[src/tterc_pkg.sv]
// ----------------------------------------------------------------------------
// tterc_pkg
// shared types and constants for the three-term recurrence checksum
// ----------------------------------------------------------------------------
package tterc_pkg;

   // default depth of the queue between front and back
   localparam int unsigned QUEUE_DEPTH = 2;

   // recurrence constants
   localparam logic [7:0]  FIRST_OFFSET = 8'd7;
   localparam logic [7:0]  ALPHA_MUL    = 8'd17;
   localparam logic [7:0]  BETA_MUL     = 8'd31;
   localparam logic [15:0] MOD_BASE     = 16'hFFFF;
   // 256 * 65535, larger than any subtracted product, keeps the sum positive
   localparam logic [26:0] MOD_BIAS     = 27'd16776960;

   // one classified byte handed from front to back
   typedef struct packed {
      logic [7:0] data_byte;
      logic [7:0] alpha;
      logic [7:0] beta;
      logic       first;
      logic       last;
   } item_type;

   typedef struct packed {
      logic full;
      logic empty;
   } queue_status_type;

endpackage

[src/tterc_front.sv]
// ----------------------------------------------------------------------------
// tterc_front
// accepts message bytes, tracks position and forms the index coefficients
// ----------------------------------------------------------------------------
module tterc_front (
   input  logic                clock,
   input  logic                reset,
   input  logic                req_tvalid,
   output logic                req_tready,
   input  logic [7:0]          req_tdata,   // data_byte
   input  logic                req_tlast,
   output logic                push_valid,
   output tterc_pkg::item_type push_item,
   input  logic                push_ready
);
   import tterc_pkg::*;

   logic [7:0]  idx_ff;
   logic [7:0]  idx_in;
   logic        first_ff;
   logic        first_in;
   logic [15:0] alpha_full;
   logic [15:0] beta_full;
   logic        accept;

   assign req_tready = push_ready;
   assign push_valid = req_tvalid;
   assign accept     = req_tvalid && push_ready;

   // coefficients are the low byte of index times constant
   assign alpha_full = {8'd0, idx_ff} * {8'd0, ALPHA_MUL};
   assign beta_full  = {8'd0, idx_ff} * {8'd0, BETA_MUL};

   always_comb begin
      push_item.data_byte = req_tdata;
      push_item.alpha     = alpha_full[7:0];
      push_item.beta      = beta_full[7:0];
      push_item.first     = first_ff;
      push_item.last      = req_tlast;
   end

   always_comb begin
      idx_in   = idx_ff;
      first_in = first_ff;
      if (accept) begin
         if (req_tlast) begin
            idx_in   = 8'd0;
            first_in = 1'b1;
         end else begin
            idx_in   = idx_ff + 8'd1;
            first_in = 1'b0;
         end
      end
   end

   always_ff @(posedge clock) begin
      if (reset) begin
         idx_ff   <= 8'd0;
         first_ff <= 1'b1;
      end else begin
         idx_ff   <= idx_in;
         first_ff <= first_in;
      end
   end

endmodule

[src/tterc_queue.sv]
// ----------------------------------------------------------------------------
// tterc_queue
// short first-in first-out queue between front and back
// ----------------------------------------------------------------------------
module tterc_queue #(
   parameter int unsigned DEPTH = tterc_pkg::QUEUE_DEPTH
) (
   input  logic                        clock,
   input  logic                        reset,
   input  logic                        push_valid,
   input  tterc_pkg::item_type         push_item,
   output logic                        push_ready,
   output logic                        pop_valid,
   output tterc_pkg::item_type         pop_item,
   input  logic                        pop_ready,
   output tterc_pkg::queue_status_type status
);
   import tterc_pkg::*;

   localparam int unsigned AW = (DEPTH > 1) ? $clog2(DEPTH) : 1;
   localparam int unsigned CW = $clog2(DEPTH + 1);
   localparam logic [AW-1:0] LAST_PTR = AW'(DEPTH - 1);
   localparam logic [CW-1:0] FULL_COUNT = CW'(DEPTH);

   item_type      entries_ff [DEPTH];
   logic [AW-1:0] wr_ptr_ff;
   logic [AW-1:0] wr_ptr_in;
   logic [AW-1:0] rd_ptr_ff;
   logic [AW-1:0] rd_ptr_in;
   logic [CW-1:0] count_ff;
   logic [CW-1:0] count_in;
   logic          push_fire;
   logic          pop_fire;

   assign push_ready   = (count_ff != FULL_COUNT);
   assign pop_valid    = (count_ff != '0);
   assign pop_item     = entries_ff[rd_ptr_ff];
   assign push_fire    = push_valid && push_ready;
   assign pop_fire     = pop_valid && pop_ready;
   assign status.full  = !push_ready;
   assign status.empty = !pop_valid;

   always_comb begin
      wr_ptr_in = wr_ptr_ff;
      rd_ptr_in = rd_ptr_ff;
      if (push_fire) begin
         wr_ptr_in = (wr_ptr_ff == LAST_PTR) ? '0 : wr_ptr_ff + AW'(1);
      end
      if (pop_fire) begin
         rd_ptr_in = (rd_ptr_ff == LAST_PTR) ? '0 : rd_ptr_ff + AW'(1);
      end
      count_in = count_ff + CW'(push_fire) - CW'(pop_fire);
   end

   always_ff @(posedge clock) begin
      if (push_fire) begin
         entries_ff[wr_ptr_ff] <= push_item;
      end
   end

   always_ff @(posedge clock) begin
      if (reset) begin
         wr_ptr_ff <= '0;
         rd_ptr_ff <= '0;
         count_ff  <= '0;
      end else begin
         wr_ptr_ff <= wr_ptr_in;
         rd_ptr_ff <= rd_ptr_in;
         count_ff  <= count_in;
      end
   end

endmodule

[src/tterc_back.sv]
// ----------------------------------------------------------------------------
// tterc_back
// runs the recurrence one byte per cycle, a last byte waiting for a free result
// ----------------------------------------------------------------------------
module tterc_back (
   input  logic                clock,
   input  logic                reset,
   input  logic                pop_valid,
   input  tterc_pkg::item_type pop_item,
   output logic                pop_ready,
   output logic                rsp_tvalid,
   input  logic                rsp_tready,
   output logic [15:0]         rsp_tdata    // checksum
);
   import tterc_pkg::*;

   logic [15:0] newest_ff;
   logic [15:0] newest_in;
   logic [15:0] older_ff;
   logic [15:0] older_in;
   logic        rsp_valid_ff;
   logic        rsp_valid_in;
   logic [15:0] rsp_data_ff;
   logic [15:0] rsp_data_in;

   logic        out_free;
   logic        pop_fire;
   logic [8:0]  factor;
   logic [24:0] plus;
   logic [23:0] minus;
   logic [25:0] diff;
   logic        negative;
   logic [26:0] biased;
   logic [16:0] fold1;
   logic [15:0] fold2;
   logic [15:0] term;

   // a final byte waits until the result register can take it
   assign out_free  = !rsp_valid_ff || rsp_tready;
   assign pop_ready = !pop_item.last || out_free;
   assign pop_fire  = pop_valid && pop_ready;

   // d = (b + alpha) * newest - beta * older
   always_comb begin
      factor   = {1'b0, pop_item.data_byte} + {1'b0, pop_item.alpha};
      plus     = {16'd0, factor} * {9'd0, newest_ff};
      minus    = {16'd0, pop_item.beta} * {8'd0, older_ff};
      diff     = {1'b0, plus} - {2'b00, minus};
      negative = diff[25];
      // negative difference wraps as d + 1; bias by a multiple of the base
      biased   = {diff[25], diff} + 27'(negative) + MOD_BIAS;
      // end-around fold mod 65535
      fold1    = {1'b0, biased[15:0]} + {7'd0, biased[25:16]};
      fold2    = fold1[15:0] + {15'd0, fold1[16]};
      term     = (fold2 == MOD_BASE) ? 16'd0 : fold2;
   end

   always_comb begin
      newest_in = newest_ff;
      older_in  = older_ff;
      if (pop_fire) begin
         if (pop_item.first) begin
            newest_in = {8'd0, pop_item.data_byte} + {8'd0, FIRST_OFFSET};
            older_in  = 16'd1;
         end else begin
            newest_in = term;
            older_in  = newest_ff;
         end
      end
   end

   always_comb begin
      rsp_valid_in = rsp_valid_ff;
      rsp_data_in  = rsp_data_ff;
      if (pop_fire && pop_item.last) begin
         rsp_valid_in = 1'b1;
         rsp_data_in  = newest_in;
      end else if (rsp_tready) begin
         rsp_valid_in = 1'b0;
      end
   end

   always_ff @(posedge clock) begin
      if (reset) begin
         newest_ff    <= 16'd1;
         older_ff     <= 16'd1;
         rsp_valid_ff <= 1'b0;
      end else begin
         newest_ff    <= newest_in;
         older_ff     <= older_in;
         rsp_valid_ff <= rsp_valid_in;
      end
   end

   always_ff @(posedge clock) begin
      rsp_data_ff <= rsp_data_in;
   end

   assign rsp_tvalid = rsp_valid_ff;
   assign rsp_tdata  = rsp_data_ff;

endmodule

[src/three_term_recurrence_checksum.sv]
// ----------------------------------------------------------------------------
// three_term_recurrence_checksum
// byte-stream checksum built on a three-term recurrence mod 65535
// ----------------------------------------------------------------------------
// Feed a message one byte per transfer on the req_ stream and mark its final
// byte with req_tlast; one transfer on the rsp_ stream then carries the
// checksum. The first byte of a message seeds the newest term with byte + 7
// and the older term with 1; every later byte at index i forms
// ((byte + 17i mod 256) * newest - (31i mod 256) * older) mod 65535, a
// negative difference first taking one added. The block takes one byte every
// cycle, back to back, across message boundaries, while the queue is not full;
// that figure is set by the back end, which closes the recurrence (two narrow
// multiplies, a subtract and an end-around fold) combinationally, registering
// each new term. rsp_tvalid rises once the last byte has passed through the
// queue and the result register has loaded its checksum. While a checksum
// waits on rsp_tready, bytes of the next message keep flowing until a further
// final byte or a full queue stalls req_tready. There is no configuration and
// no start-up pass after reset.
// ----------------------------------------------------------------------------
module three_term_recurrence_checksum #(
   parameter int unsigned QUEUE_DEPTH = tterc_pkg::QUEUE_DEPTH
) (
   input  logic        clock,
   input  logic        reset,
   // byte stream in
   input  logic        req_tvalid,
   output logic        req_tready,
   input  logic [7:0]  req_tdata,    // [7:0] data_byte
   input  logic        req_tlast,    // last_byte
   // checksum stream out
   output logic        rsp_tvalid,
   input  logic        rsp_tready,
   output logic [15:0] rsp_tdata     // [15:0] checksum
);
   import tterc_pkg::*;

   // front to queue
   logic             push_valid;
   item_type         push_item;
   logic             push_ready;
   // queue to back
   logic             pop_valid;
   item_type         pop_item;
   logic             pop_ready;
   queue_status_type queue_status;

   // front: counts bytes in the message, tags first and last, forms
   // the index coefficients
   tterc_front u_front (
      .clock      (clock),
      .reset      (reset),
      .req_tvalid (req_tvalid),
      .req_tready (req_tready),
      .req_tdata  (req_tdata),
      .req_tlast  (req_tlast),
      .push_valid (push_valid),
      .push_item  (push_item),
      .push_ready (push_ready)
   );

   // short queue lets the front run on while the result waits
   tterc_queue #(
      .DEPTH (QUEUE_DEPTH)
   ) u_queue (
      .clock      (clock),
      .reset      (reset),
      .push_valid (push_valid),
      .push_item  (push_item),
      .push_ready (push_ready),
      .pop_valid  (pop_valid),
      .pop_item   (pop_item),
      .pop_ready  (pop_ready),
      .status     (queue_status)
   );

   // back: the recurrence itself and the result register
   tterc_back u_back (
      .clock      (clock),
      .reset      (reset),
      .pop_valid  (pop_valid),
      .pop_item   (pop_item),
      .pop_ready  (pop_ready),
      .rsp_tvalid (rsp_tvalid),
      .rsp_tready (rsp_tready),
      .rsp_tdata  (rsp_tdata)
   );

   // queue cannot be full and empty at once
   assert property (@(posedge clock) disable iff (reset)
      !(queue_status.full && queue_status.empty))
      else $error("queue reports full and empty together");

   // a final byte leaves the queue only when the result register is free
   assert property (@(posedge clock) disable iff (reset)
      (pop_valid && pop_ready && pop_item.last) |-> (!rsp_tvalid || rsp_tready))
      else $error("final byte consumed over a pending checksum");

   // a one-byte message yields byte + 7
   assert property (@(posedge clock) disable iff (reset)
      (pop_valid && pop_ready && pop_item.first && pop_item.last) |=>
      (rsp_tvalid && (rsp_tdata == ({8'd0, $past(pop_item.data_byte)} + 16'd7))))
      else $error("one-byte message checksum wrong");

endmodule
[config.mk]
export PLATFORM = sky130hd
export DESIGN_NAME = three_term_recurrence_checksum
export DESIGN_NICKNAME = d
export VERILOG_FILES = /design/src/tterc_pkg.sv /design/src/tterc_front.sv /design/src/tterc_queue.sv /design/src/tterc_back.sv /design/src/three_term_recurrence_checksum.sv
export SDC_FILE = /design/constraint.sdc
export NUM_CORES = 1
export LEC_CHECK = 0
export ABC_AREA = 1
export BUFFER_PORTS_ARGS = -buffer_cell sky130_fd_sc_hd__buf_4
export CORE_MARGIN = 2
export CORE_UTILIZATION = 60
export CTS_CLUSTER_DIAMETER = 80
export DETAILED_ROUTE_END_ITERATION = 10
export PLACE_DENSITY = 0.79
export SLEW_MARGIN = 20
export SYNTH_ARGS = -nofsm -noshare
export SYNTH_HDL_FRONTEND = slang
export SYNTH_SLANG_ARGS = --single-unit
[constraint.sdc]
create_clock -name clock -period 16.4 [get_ports clock]
set_input_delay 0.82 -clock clock [delete_from_list [all_inputs] [get_ports clock]]
set_output_delay 0.82 -clock clock [all_outputs]
set_load 0.02 [all_outputs]
==> implementation parameters, run 1 <==
Parameter                              Value

Hold path
  Worst Hold Launch    u_queue.rd_ptr_ff
  Class of the most critical hold timing path    reg2reg

Drt
  Violation count after the first detailed-routing iteration    979
  DRT antenna net count    0
  Total number of vias    13100
  Number of vias per cell    5.45
  DRC violation count after routing    0
  First-pass iteration count of the detailed router    6
  Average wire per cell in the routed design    17.6 um
  Detailed-route wire length    42200 um

Setup path
  Slowest stage cell, crit path    sky130_fd_sc_hd__fa_1
  Worst Path Class, Setup    reg2reg
  Maximum fanout along the worst path    26
  Top delay family on crit path    simple AND/OR/NAND/NOR gates
  Crit path buf inv count    14
  Crit start category    register
  Worst EP required    16580 ps
  Setup crit end kind    register
  Arrival time of the worst setup path    15190 ps
  Most frequent cell on the critical path    sky130_fd_sc_hd__nand2_1
  Slowest cell delay on critical path    560 ps

Clock tree
  Clock input transition at the sequential cells of the worst setup and hold paths    60 ps
  Inserted Clock Buffers    17
  Maximum level of the CTS H-tree    4
  Buffer cell driving the clock tree root    sky130_fd_sc_hd__clkbuf_16
  Postcts setup bufs    0
  Quantity of hold-fixing buffers added after cts    0
  Clock latency reported for the late side of the worst-skew pair    430 ps
  Max clock buf depth    2
  Clock tree from TritonCTS    yes
  Sinks on the clock net    113

Final layout
  Area added between synthesis and finish    7.19%
  Nets    2423
  Share of final-layout standard cells stronger than drive strength 1    0.0722
  Total of fill cells in the finished design    2195
  Cell area after layout    0.0171 sq mm
  # diodes    0
  Utilization after layout    0.655

GRT
  Met3 usage in global routing    0.0449
  Overall fraction of global-route tracks in use    0.313
  Largest net degree at the start of global routing    42
  Initial antenna violation count    0
  Remaining global-route overflow    0
  First-pass GRT wire length    68200 um
  Busiest layer in global routing    met2
  Met2 routing resource usage after global routing    0.523
  Via count of the first global-routing pass    13300
  GR Util met1    0.410

Timing
  Time the worst path needs with I/O delays and setup    15020 ps
  Headroom to the max-slew limit    0.450
  Fmax    66.6 MHz
  Final Hold Violating Endpoints    0
  Period Utilization, post-route    0.916
  Final worst clock skew    16.2 ps
  Final-layout setup total negative slack    0 ps
  Number of max-slew violations in the final report    0
  Setup repair after global routing missed its margin    false
  Final setup violation count    0
  Slew @ Worst Pin    824 ps

Synthesis
  Number of enable flip-flop cells after synthesis    66
  Number of nets produced by synthesis    2399
  Sequential cell area fraction in the yosys report    0.183
  Synth warnings    0
  FFs w/ async S/R, synth    0
  Top cell type by total area after synthesis    sky130_fd_sc_hd__fa_1
  Syn_area_per_cell    7.85 sq um
  Mapped cell area    0.0159 sq mm
  Proportion of netlist area held by the largest area contributor    0.299
  Dominant cells by area after synthesis    sky130_fd_sc_hd__fa_1 (30%), sky130_fd_sc_hd__edfxtp_1 (12%), sky130_fd_sc_hd__nand2_1 (12%)
  Seq cells post-synth    113
  Gate count after technology mapping    2028
  Synth Flop Type    sky130_fd_sc_hd__edfxtp_1
  Number of unique standard cell types used by synthesis    43

Place
  Quantity of I/O buffers inserted on ports    30
  Cell area after placement    0.0165 sq mm
  Half-perimeter wire length after placement    34800 um
  RePlAce Congestion    1.04

Floorplan
  Total die area    0.0279 sq mm
  DIE WIDTH    167 um
  Starting utilization of the core area    0.611
  Total number of placement rows    59
  I/O pin count    31
  Area of the core    0.0261 sq mm
  Height of the chip    167 um

Flow run
  # Max-Cap Violations    0

Run status
  Result of the run    finished, final reports clean
flip-flops by register name, indices dropped and copies added (netlist names), named ones only:
signal / flops
u_back.rsp_tdata: 16
u_back.newest_ff: 16
u_back.rsp_tvalid: 1
u_queue.rd_ptr_ff: 1
u_back.older_ff: 16
u_front.first_ff: 1
u_queue.wr_ptr_ff: 1
u_queue.count_ff: 2
u_queue.entries_ff: 50
u_front.idx_ff: 8
final timing paths:
kind | to | slack [ps] | cells after the start
max | u_back.rsp_tdata[5] | 1380 | 86
min | u_queue.rd_ptr_ff | 460 | 1
max reg2reg | u_back.rsp_tdata[5] | 1380 | 86
min reg2reg | u_queue.rd_ptr_ff | 460 | 1
stage by stage:
step / std cells / hold slack [ps] / setup WS, ps
floorplan: 2028 / 426 / 3100
global placement: 2368 / 440 / 1920
detailed placement: 2368 / 450 / 1440
CTS: 2400 / 456 / 1340
global route: 2400 / 492 / 16.7
finish: 2400 / 460 / 1380
cell type report:
type,count,area [sq um],share of cell area
clock buffers,17,425,0.0249
clock inverters,15,131,0.00769
inverters,476,1790,0.105
multi-input cells,1404,11100,0.649
flip-flops and latches,113,2920,0.171
well taps,335,419,0.0245
repair buffers,40,300,0.0176
cells by family after synthesis:
group	Yosys count	synth area share
fa+ha+maj	358	0.393
compound gates	109	0.0370
buf+inv	511	0.121
xor+xnor	52	0.0291
flops	113	0.183
simple gates	882	0.234
mux	3	0.00189
cell usage after synthesis, types with 2 or more instances:
| library cell | count |
|---|---|
| sky130_fd_sc_hd__nand3_2 | 6 |
| sky130_fd_sc_hd__nand3b_1 | 4 |
| sky130_fd_sc_hd__buf_1 | 3 |
| sky130_fd_sc_hd__a21oi_1 | 69 |
| sky130_fd_sc_hd__ha_1 | 120 |
| sky130_fd_sc_hd__edfxtp_1 | 66 |
| sky130_fd_sc_hd__nand3_4 | 3 |
| sky130_fd_sc_hd__nand2_2 | 18 |
| sky130_fd_sc_hd__inv_1 | 468 |
| sky130_fd_sc_hd__or2_2 | 24 |
| sky130_fd_sc_hd__nor3_1 | 8 |
| sky130_fd_sc_hd__o21bai_1 | 4 |
| sky130_fd_sc_hd__fa_1 | 238 |
| sky130_fd_sc_hd__buf_6 | 2 |
| sky130_fd_sc_hd__nor2_2 | 9 |
| sky130_fd_sc_hd__clkinv_1 | 5 |
| sky130_fd_sc_hd__nand4_1 | 20 |
| sky130_fd_sc_hd__nand2_4 | 2 |
| sky130_fd_sc_hd__nand2_1 | 495 |
| sky130_fd_sc_hd__nor2_4 | 3 |
| sky130_fd_sc_hd__nor2_1 | 222 |
| sky130_fd_sc_hd__nand3_1 | 66 |
| sky130_fd_sc_hd__mux2i_1 | 3 |
| sky130_fd_sc_hd__o21ai_1 | 2 |
| sky130_fd_sc_hd__a21boi_0 | 2 |
| sky130_fd_sc_hd__xor2_1 | 32 |
| sky130_fd_sc_hd__dfxtp_1 | 47 |
| sky130_fd_sc_hd__xnor2_1 | 19 |
| sky130_fd_sc_hd__o21ai_0 | 24 |
| sky130_fd_sc_hd__inv_2 | 3 |
| sky130_fd_sc_hd__clkbuf_1 | 29 |
metal layers:
| layer | vias up | routed length [um] |
|---|---|---|
| li1 | 6100 | - |
| met1 | 6273 | 17000 |
| met2 | 583 | 20300 |
| met3 | 135 | 3150 |
| met4 | 0 | 1860 |
| met5 | - | 0 |
what timing repair did:
action                     in CTS  in global routing
resized for setup               0                  2
hold endpoints to repair        0                  0
setup endpoints to repair       0                 24
cells in the final DEF (no fill, tap or decap), types with 5 or more instances in the layout:
master,synthesis,routed
sky130_fd_sc_hd__nand2_1,495,495
sky130_fd_sc_hd__inv_6,0,5
sky130_fd_sc_hd__clkinv_2,0,5
sky130_fd_sc_hd__edfxtp_1,66,66
sky130_fd_sc_hd__nand3_1,66,66
sky130_fd_sc_hd__nand4_1,20,20
sky130_fd_sc_hd__nand2_2,18,18
sky130_fd_sc_hd__fa_1,238,238
sky130_fd_sc_hd__buf_4,0,40
sky130_fd_sc_hd__inv_1,468,467
sky130_fd_sc_hd__nor3_1,8,8
sky130_fd_sc_hd__dfxtp_1,47,47
sky130_fd_sc_hd__nor2_2,9,11
sky130_fd_sc_hd__nor2_1,222,220
sky130_fd_sc_hd__xnor2_1,19,19
sky130_fd_sc_hd__nand3_2,6,6
sky130_fd_sc_hd__a21oi_1,69,69
sky130_fd_sc_hd__or2_2,24,24
sky130_fd_sc_hd__o21ai_0,24,24
sky130_fd_sc_hd__clkbuf_16,0,17
sky130_fd_sc_hd__ha_1,120,120
sky130_fd_sc_hd__xor2_1,32,32
Power of run 1 is left out: the tool's default activity adds up to more than one toggle a clock period on the data nets, which glitch-free logic cannot reach.
==> inputs of run 2 (changes only) <==
--- a/config.mk
+++ b/config.mk
@@ -8,5 +8,4 @@
 export ABC_AREA = 1
 export BUFFER_PORTS_ARGS = -buffer_cell sky130_fd_sc_hd__buf_4
-export CORE_MARGIN = 2
 export CORE_UTILIZATION = 60
 export CTS_CLUSTER_DIAMETER = 80
==> constraint.sdc (replaced) <==
create_clock -name clock -period 16.4 [get_ports clock]
set_input_delay 3.28 -clock clock [delete_from_list [all_inputs] [get_ports clock]]
set_output_delay 3.28 -clock clock [all_outputs]
set_load 0.02 [all_outputs]
==> run 2 against run 1 <==
Compared with the run above:
- worst hold slack better by 4.7 ps
- die area down 2.4%
- critical path depth down 3
- design area about the same
- global-route usage up 2.0 points
- clock-buffer cell count unchanged
- register-to-register slack worse by 97 ps
- fmax down 0.64%
- largest cell class unchanged
- highest routed layer unchanged
==> implementation parameters, run 2 (synthesis results as in run 1) <==
Parameter                              Value

Final layout
  Share of final-layout standard cells stronger than drive strength 1    0.0717 (-0.000484)
  Storage element area    0.00292 sq mm (unchanged)
  Nets    2423 (unchanged)
  Area of the multi-input gates    0.0111 sq mm (unchanged)
  Register with the highest flop count    u_queue.entries_ff
  Area added between synthesis and finish    7.18% (about the same)
  Max reg flops    50 (unchanged)
  Commonest non-fill, non-tap cell in the layout    sky130_fd_sc_hd__nand2_1
  # diodes    0 (unchanged)
  Total of fill cells in the finished design    2152 (-2.0%)
  Most frequent cells in the layout    sky130_fd_sc_hd__nand2_1 (495), sky130_fd_sc_hd__inv_1 (467), sky130_fd_sc_hd__fa_1 (238)

Floorplan
  Area of the core    0.0261 sq mm (unchanged)
  DIE WIDTH    165 um (-1.2%)
  Height of the chip    165 um (-1.2%)
  Total die area    0.0272 sq mm (-2.4%)
  Total number of placement rows    59 (unchanged)
  Starting utilization of the core area    0.611 (unchanged)
  I/O pin count    31 (unchanged)

GRT
  Remaining global-route overflow    0 (unchanged)
  GR Util met1    0.416 (+0.00665)
  Initial antenna violation count    0 (unchanged)
  First-pass GRT wire length    68100 um (-0.10%)
  Largest net degree at the start of global routing    42 (unchanged)
  Overall fraction of global-route tracks in use    0.333 (+0.0200)
  Met2 routing resource usage after global routing    0.556 (+0.0331)
  Met3 usage in global routing    0.0465 (+0.00154)
  Busiest layer in global routing    met2
  Via count of the first global-routing pass    13400 (+0.16%)

Place
  Quantity of I/O buffers inserted on ports    30 (unchanged)
  RePlAce Congestion    0.994 (-4.8%)
  Half-perimeter wire length after placement    35500 um (+2.2%)

Setup path
  Worst Path Class, Setup    reg2reg
  Slowest stage cell, crit path    sky130_fd_sc_hd__fa_1
  Number of cell instances on the worst register-to-register path    83 (-3.5%)
  Number of logic stages on the critical path including buffering    83 (-3.5%)
  Arrival time of the worst setup path    15300 ps (+110 ps)
  Crit start category    register
  Worst EP required    16580 ps (about the same)
  Maximum fanout along the worst path    26 (unchanged)
  Setup crit end kind    register
  Crit path buf inv count    13 (-1)
  Top delay family on crit path    simple AND/OR/NAND/NOR gates
  Slowest cell delay on critical path    540 ps (-20 ps)
  Most frequent cell on the critical path    sky130_fd_sc_hd__nand2_1

Drt
  DRC violation count after routing    0 (unchanged)
  First-pass iteration count of the detailed router    6 (unchanged)
  Total number of vias    13200 (+1.1%)
  Violation count after the first detailed-routing iteration    1075 (+9.8%)
  Number of vias per cell    5.52 (+1.1%)
  Average wire per cell in the routed design    17.9 um (+1.5%)
  DRT antenna net count    0 (unchanged)
  Detailed-route wire length    42900 um (+1.5%)

Clock tree
  Maximum level of the CTS H-tree    4 (unchanged)
  Max clock buf depth    2 (unchanged)
  Clock tree from TritonCTS    yes
  Inserted Clock Buffers    17 (unchanged)
  Buffer cell driving the clock tree root    sky130_fd_sc_hd__clkbuf_16
  Clock latency reported for the late side of the worst-skew pair    430 ps (about the same)
  Sinks on the clock net    113 (unchanged)
  Clock input transition at the sequential cells of the worst setup and hold paths    60 ps (about the same)

Timing
  Slew @ Worst Pin    801 ps (-22.7 ps)
  Final setup violation count    0 (unchanged)
  Final-layout setup total negative slack    0 ps (unchanged)
  Number of max-slew violations in the final report    0 (unchanged)
  Final Hold Violating Endpoints    0 (unchanged)
  Final worst clock skew    8.69 ps (-7.50 ps)
  Period Utilization, post-route    0.922 (+0.00591)
  Setup repair after global routing missed its margin    false
  Fmax    66.2 MHz (-0.64%)
  Headroom to the max-slew limit    0.465 (+0.0152)
  Time the worst path needs with I/O delays and setup    15120 ps (+96.9 ps)

Hold path
  Number of cells on the worst hold path    1 (unchanged)
  Class of the most critical hold timing path    reg2reg

Flow run
  # Max-Cap Violations    0 (unchanged)

Run status
  Result of the run    finished, final reports clean
==> run 2: cell type report <==
class                      instances  area share
multi-input combinational       1404       0.649
sequential                       113       0.171
inverter                         476       0.105
clock buffer                      17      0.0249
tap                              335      0.0246
timing repair buffer              40      0.0176
clock inverter                    15     0.00784
==> run 2: path summary, 6_finish.rpt <==
kind / start / to / slack [ps]
max: register / u_back.rsp_tdata[6] / 1280
min: u_queue.rd_ptr_ff / register / 460
max reg2reg: register / u_back.rsp_tdata[6] / 1280
min reg2reg: u_queue.rd_ptr_ff / register / 460
==> run 2: metal layers <==
| metal | part of all wire | vias up |
|---|---|---|
| met5 | 0 | - |
| met4 | 0.057 | 0 |
| met3 | 0.075 | 142 |
| met2 | 0.48 | 591 |
| met1 | 0.39 | 6413 |
| li1 | - | 6094 |
==> run 2: stage by stage <==
step,util,area [sq um],std cells,hold slack (ps),worst slack (ps)
4_1_cts,0.655,17100,2400,463,1300
3_5_place_dp,0.634,16500,2368,453,1350
2_1_floorplan,-,15900,2028,426,3100
6_report,0.655,17100,2400,464,1280
5_1_grt,0.655,17100,2400,509,49.0
3_3_place_gp,0.634,16500,2368,438,1930
==> run 2: repair_timing <==
| item | in CTS | in global routing |
|---|---|---|
| endpoints found under the setup margin | 0 | 24 |
| hold buffers | 0 | 0 |
| setup buffers | 0 | 0 |
| gates resized for setup | 0 | 1 |
==> run 2: worst reg2reg max path, delay by kind of cell (launching register included) <==
kind	cells	cell delay (ps)
simple gates	49	6270
fa+ha+maj	14	5100
buf+inv	13	2020
compound gates	4	620
xor+xnor	3	570
flops	1	300
Power of run 2 is left out for the same reason.
==> inputs of run 3 (changes only) <==
ABC_AREA = 0   (was 1)
SETUP_SLACK_MARGIN = 0.1   (was unset)
==> run 3 against run 2 <==
Compared with the run above:
- die area is 1.4% higher
- global-route usage is 3.4 points lower
- clock-buffer cell count is the same
- setup slack worse by 100 ps
- fmax down 0.67%
- sequential share of layout area decreased by 0.31 points
- clock skew grew 12 ps
- final cell count shrank 13%
- wire length shrank 6.8%
- flip-flop and latch count unchanged
- synthesized cell count fell by 14%
- largest cell class unchanged
- highest routed layer unchanged
==> implementation parameters, run 3 <==
Parameter                              Value

Place
  Half-perimeter wire length after placement    30200 um (-15%)
  RePlAce Congestion    0.932 (-6.3%)
  Quantity of I/O buffers inserted on ports    30 (unchanged)

GRT
  Remaining global-route overflow    0 (unchanged)
  Largest net degree at the start of global routing    42 (unchanged)
  Overall fraction of global-route tracks in use    0.299 (-0.0336)
  Initial antenna violation count    0 (unchanged)
  Via count of the first global-routing pass    13000 (-3.1%)
  First-pass GRT wire length    64600 um (-5.1%)

Floorplan
  Height of the chip    166 um (+0.67%)
  Area of the core    0.0262 sq mm (+0.57%)
  Starting utilization of the core area    0.616 (+0.00486)
  Total number of placement rows    59 (unchanged)
  DIE WIDTH    166 um (+0.67%)
  I/O pin count    31 (unchanged)
  Total die area    0.0276 sq mm (+1.4%)

Setup path
  Worst Path Class, Setup    reg2reg
  Worst EP required    16560 ps (-20 ps)
  Arrival time of the worst setup path    15380 ps (+80 ps)
  Crit path buf inv count    7 (-6)
  Slowest cell delay on critical path    530 ps (about the same)
  Slowest stage cell, crit path    sky130_fd_sc_hd__fa_1
  Setup crit end kind    register
  Top delay family on crit path    adder cells
  Maximum fanout along the worst path    28 (+7.7%)
  Crit start category    register

Drt
  DRT antenna net count    0 (unchanged)
  First-pass iteration count of the detailed router    5 (-1)
  Violation count after the first detailed-routing iteration    977 (-9.1%)
  Detailed-route wire length    40000 um (-6.8%)
  Average wire per cell in the routed design    19.1 um (+7.2%)
  DRC violation count after routing    0 (unchanged)
  Total number of vias    12400 (-6.5%)
  Number of vias per cell    5.93 (+7.5%)

Flow run
  # Max-Cap Violations    0 (unchanged)

Timing
  Final worst clock skew    20.9 ps (+12.2 ps)
  Number of max-slew violations in the final report    0 (unchanged)
  Final setup violation count    0 (unchanged)
  Period Utilization, post-route    0.928 (+0.00626)
  Fmax    65.7 MHz (-0.67%)
  Slew @ Worst Pin    1100 ps (+298 ps)
  Setup repair after global routing missed its margin    false
  Final-layout setup total negative slack    0 ps (unchanged)
  Time the worst path needs with I/O delays and setup    15220 ps (+103 ps)
  Headroom to the max-slew limit    0.264 (-0.202)
  Final Hold Violating Endpoints    0 (unchanged)

Run status
  Result of the run    finished, final reports clean

Synthesis
  Synth Flop Type    sky130_fd_sc_hd__edfxtp_1
  Number of enable flip-flop cells after synthesis    66 (unchanged)
  Proportion of netlist area held by the largest area contributor    0.295 (-0.00403)
  Syn_area_per_cell    9.30 sq um (+18%)
  Sequential cell area fraction in the yosys report    0.181 (-0.00247)
  Number of unique standard cell types used by synthesis    85 (+98%)
  Mapped cell area    0.0161 sq mm (+1.4%)
  Most numerous cell types in the synthesized netlist    sky130_fd_sc_hd__inv_1 (311), sky130_fd_sc_hd__fa_1 (238), sky130_fd_sc_hd__nand2_1 (174)
  Most common cell in the synthesized netlist    sky130_fd_sc_hd__inv_1
  FFs w/ async S/R, synth    0 (unchanged)
  Synth warnings    0 (unchanged)
  Top cell type by total area after synthesis    sky130_fd_sc_hd__fa_1
  Dominant cells by area after synthesis    sky130_fd_sc_hd__fa_1 (30%), sky130_fd_sc_hd__edfxtp_1 (12%), sky130_fd_sc_hd__ha_1 (9.3%)
  Number of nets produced by synthesis    2108 (-12%)
  Seq cells post-synth    113 (unchanged)
  Gate count after technology mapping    1737 (-14%)

Clock tree
  Maximum level of the CTS H-tree    4 (unchanged)
  Clock latency reported for the late side of the worst-skew pair    440 ps (about the same)
  Max clock buf depth    2 (unchanged)
  Buffer cell driving the clock tree root    sky130_fd_sc_hd__clkbuf_16
  Sinks on the clock net    113 (unchanged)
  Inserted Clock Buffers    17 (unchanged)
  Clock input transition at the sequential cells of the worst setup and hold paths    60 ps (about the same)
  Clock tree from TritonCTS    yes

Final layout
  Register with the highest flop count    u_queue.entries_ff
  # diodes    0 (unchanged)
  Nets    2110 (-13%)
  Share of final-layout standard cells stronger than drive strength 1    0.0793 (+0.00767)
  Max reg flops    50 (unchanged)
  Commonest non-fill, non-tap cell in the layout    sky130_fd_sc_hd__inv_1
  Most frequent cells in the layout    sky130_fd_sc_hd__inv_1 (311), sky130_fd_sc_hd__fa_1 (238), sky130_fd_sc_hd__nand2_1 (174)
  Area added between synthesis and finish    7.69%

Hold path
  Worst Hold Launch    u_front.first_ff
  Class of the most critical hold timing path    reg2reg
-- run 3: layout make-up --
class,instances,area (sq um)
Fill cell,2030,8820
Sequential cell,113,2920
Inverter,313,1170
Tap cell,335,419
Clock buffer,17,425
Timing Repair Buffer,54,425
Multi-Input combinational cell,1240,11900
Clock inverter,15,148
-- run 3: worst paths after layout --
check             depth (start not counted)                        to  slack (ps)
setup / recovery                         65      u_back.rsp_tdata[10]        1180
hold / removal                            0  u_queue.entries_ff[1][1]         460
setup reg to reg                         65      u_back.rsp_tdata[10]        1180
hold reg to reg                           0  u_queue.entries_ff[1][1]         460
-- run 3: through the flow --
step | std cells | cell area (sq um) | hold WS [ps] | util | worst slack (ps)
5_1_grt | 2087 | 17400 | 498 | 0.664 | 125
3_5_place_dp | 2052 | 16700 | 450 | 0.636 | 221
2_1_floorplan | 1737 | 16100 | 426 | - | 931
4_1_cts | 2084 | 17300 | 460 | 0.658 | 118
6_report | 2087 | 17400 | 463 | 0.664 | 1180
3_3_place_gp | 2052 | 16700 | 445 | 0.636 | 755
-- run 3: kinds of logic after synthesis --
logic type,after synthesis,synth area share
AO/OA/AOI/OAI,235,0.102
XOR/XNOR,95,0.0534
adder cells (fa/ha/maj),358,0.388
buffers and inverters,385,0.0913
flip-flops,113,0.181
multiplexers,28,0.0184
AND/OR/NAND/NOR,523,0.166
-- run 3: layer usage --
layer	GRT usage	vias up	wire length [um]
li1	-	5590	-
met1	0.360	6226	15500
met2	0.526	442	20400
met3	0.0489	120	2560
met4	0.138	0	1460
met5	0	-	0
-- run 3: what timing repair did --
action,CTS,global route
gates resized for setup,0,20
endpoints found under the setup margin,0,32
buffers inserted,0,2
hold buffers,0,0
Power of run 3 is left out for the same reason.
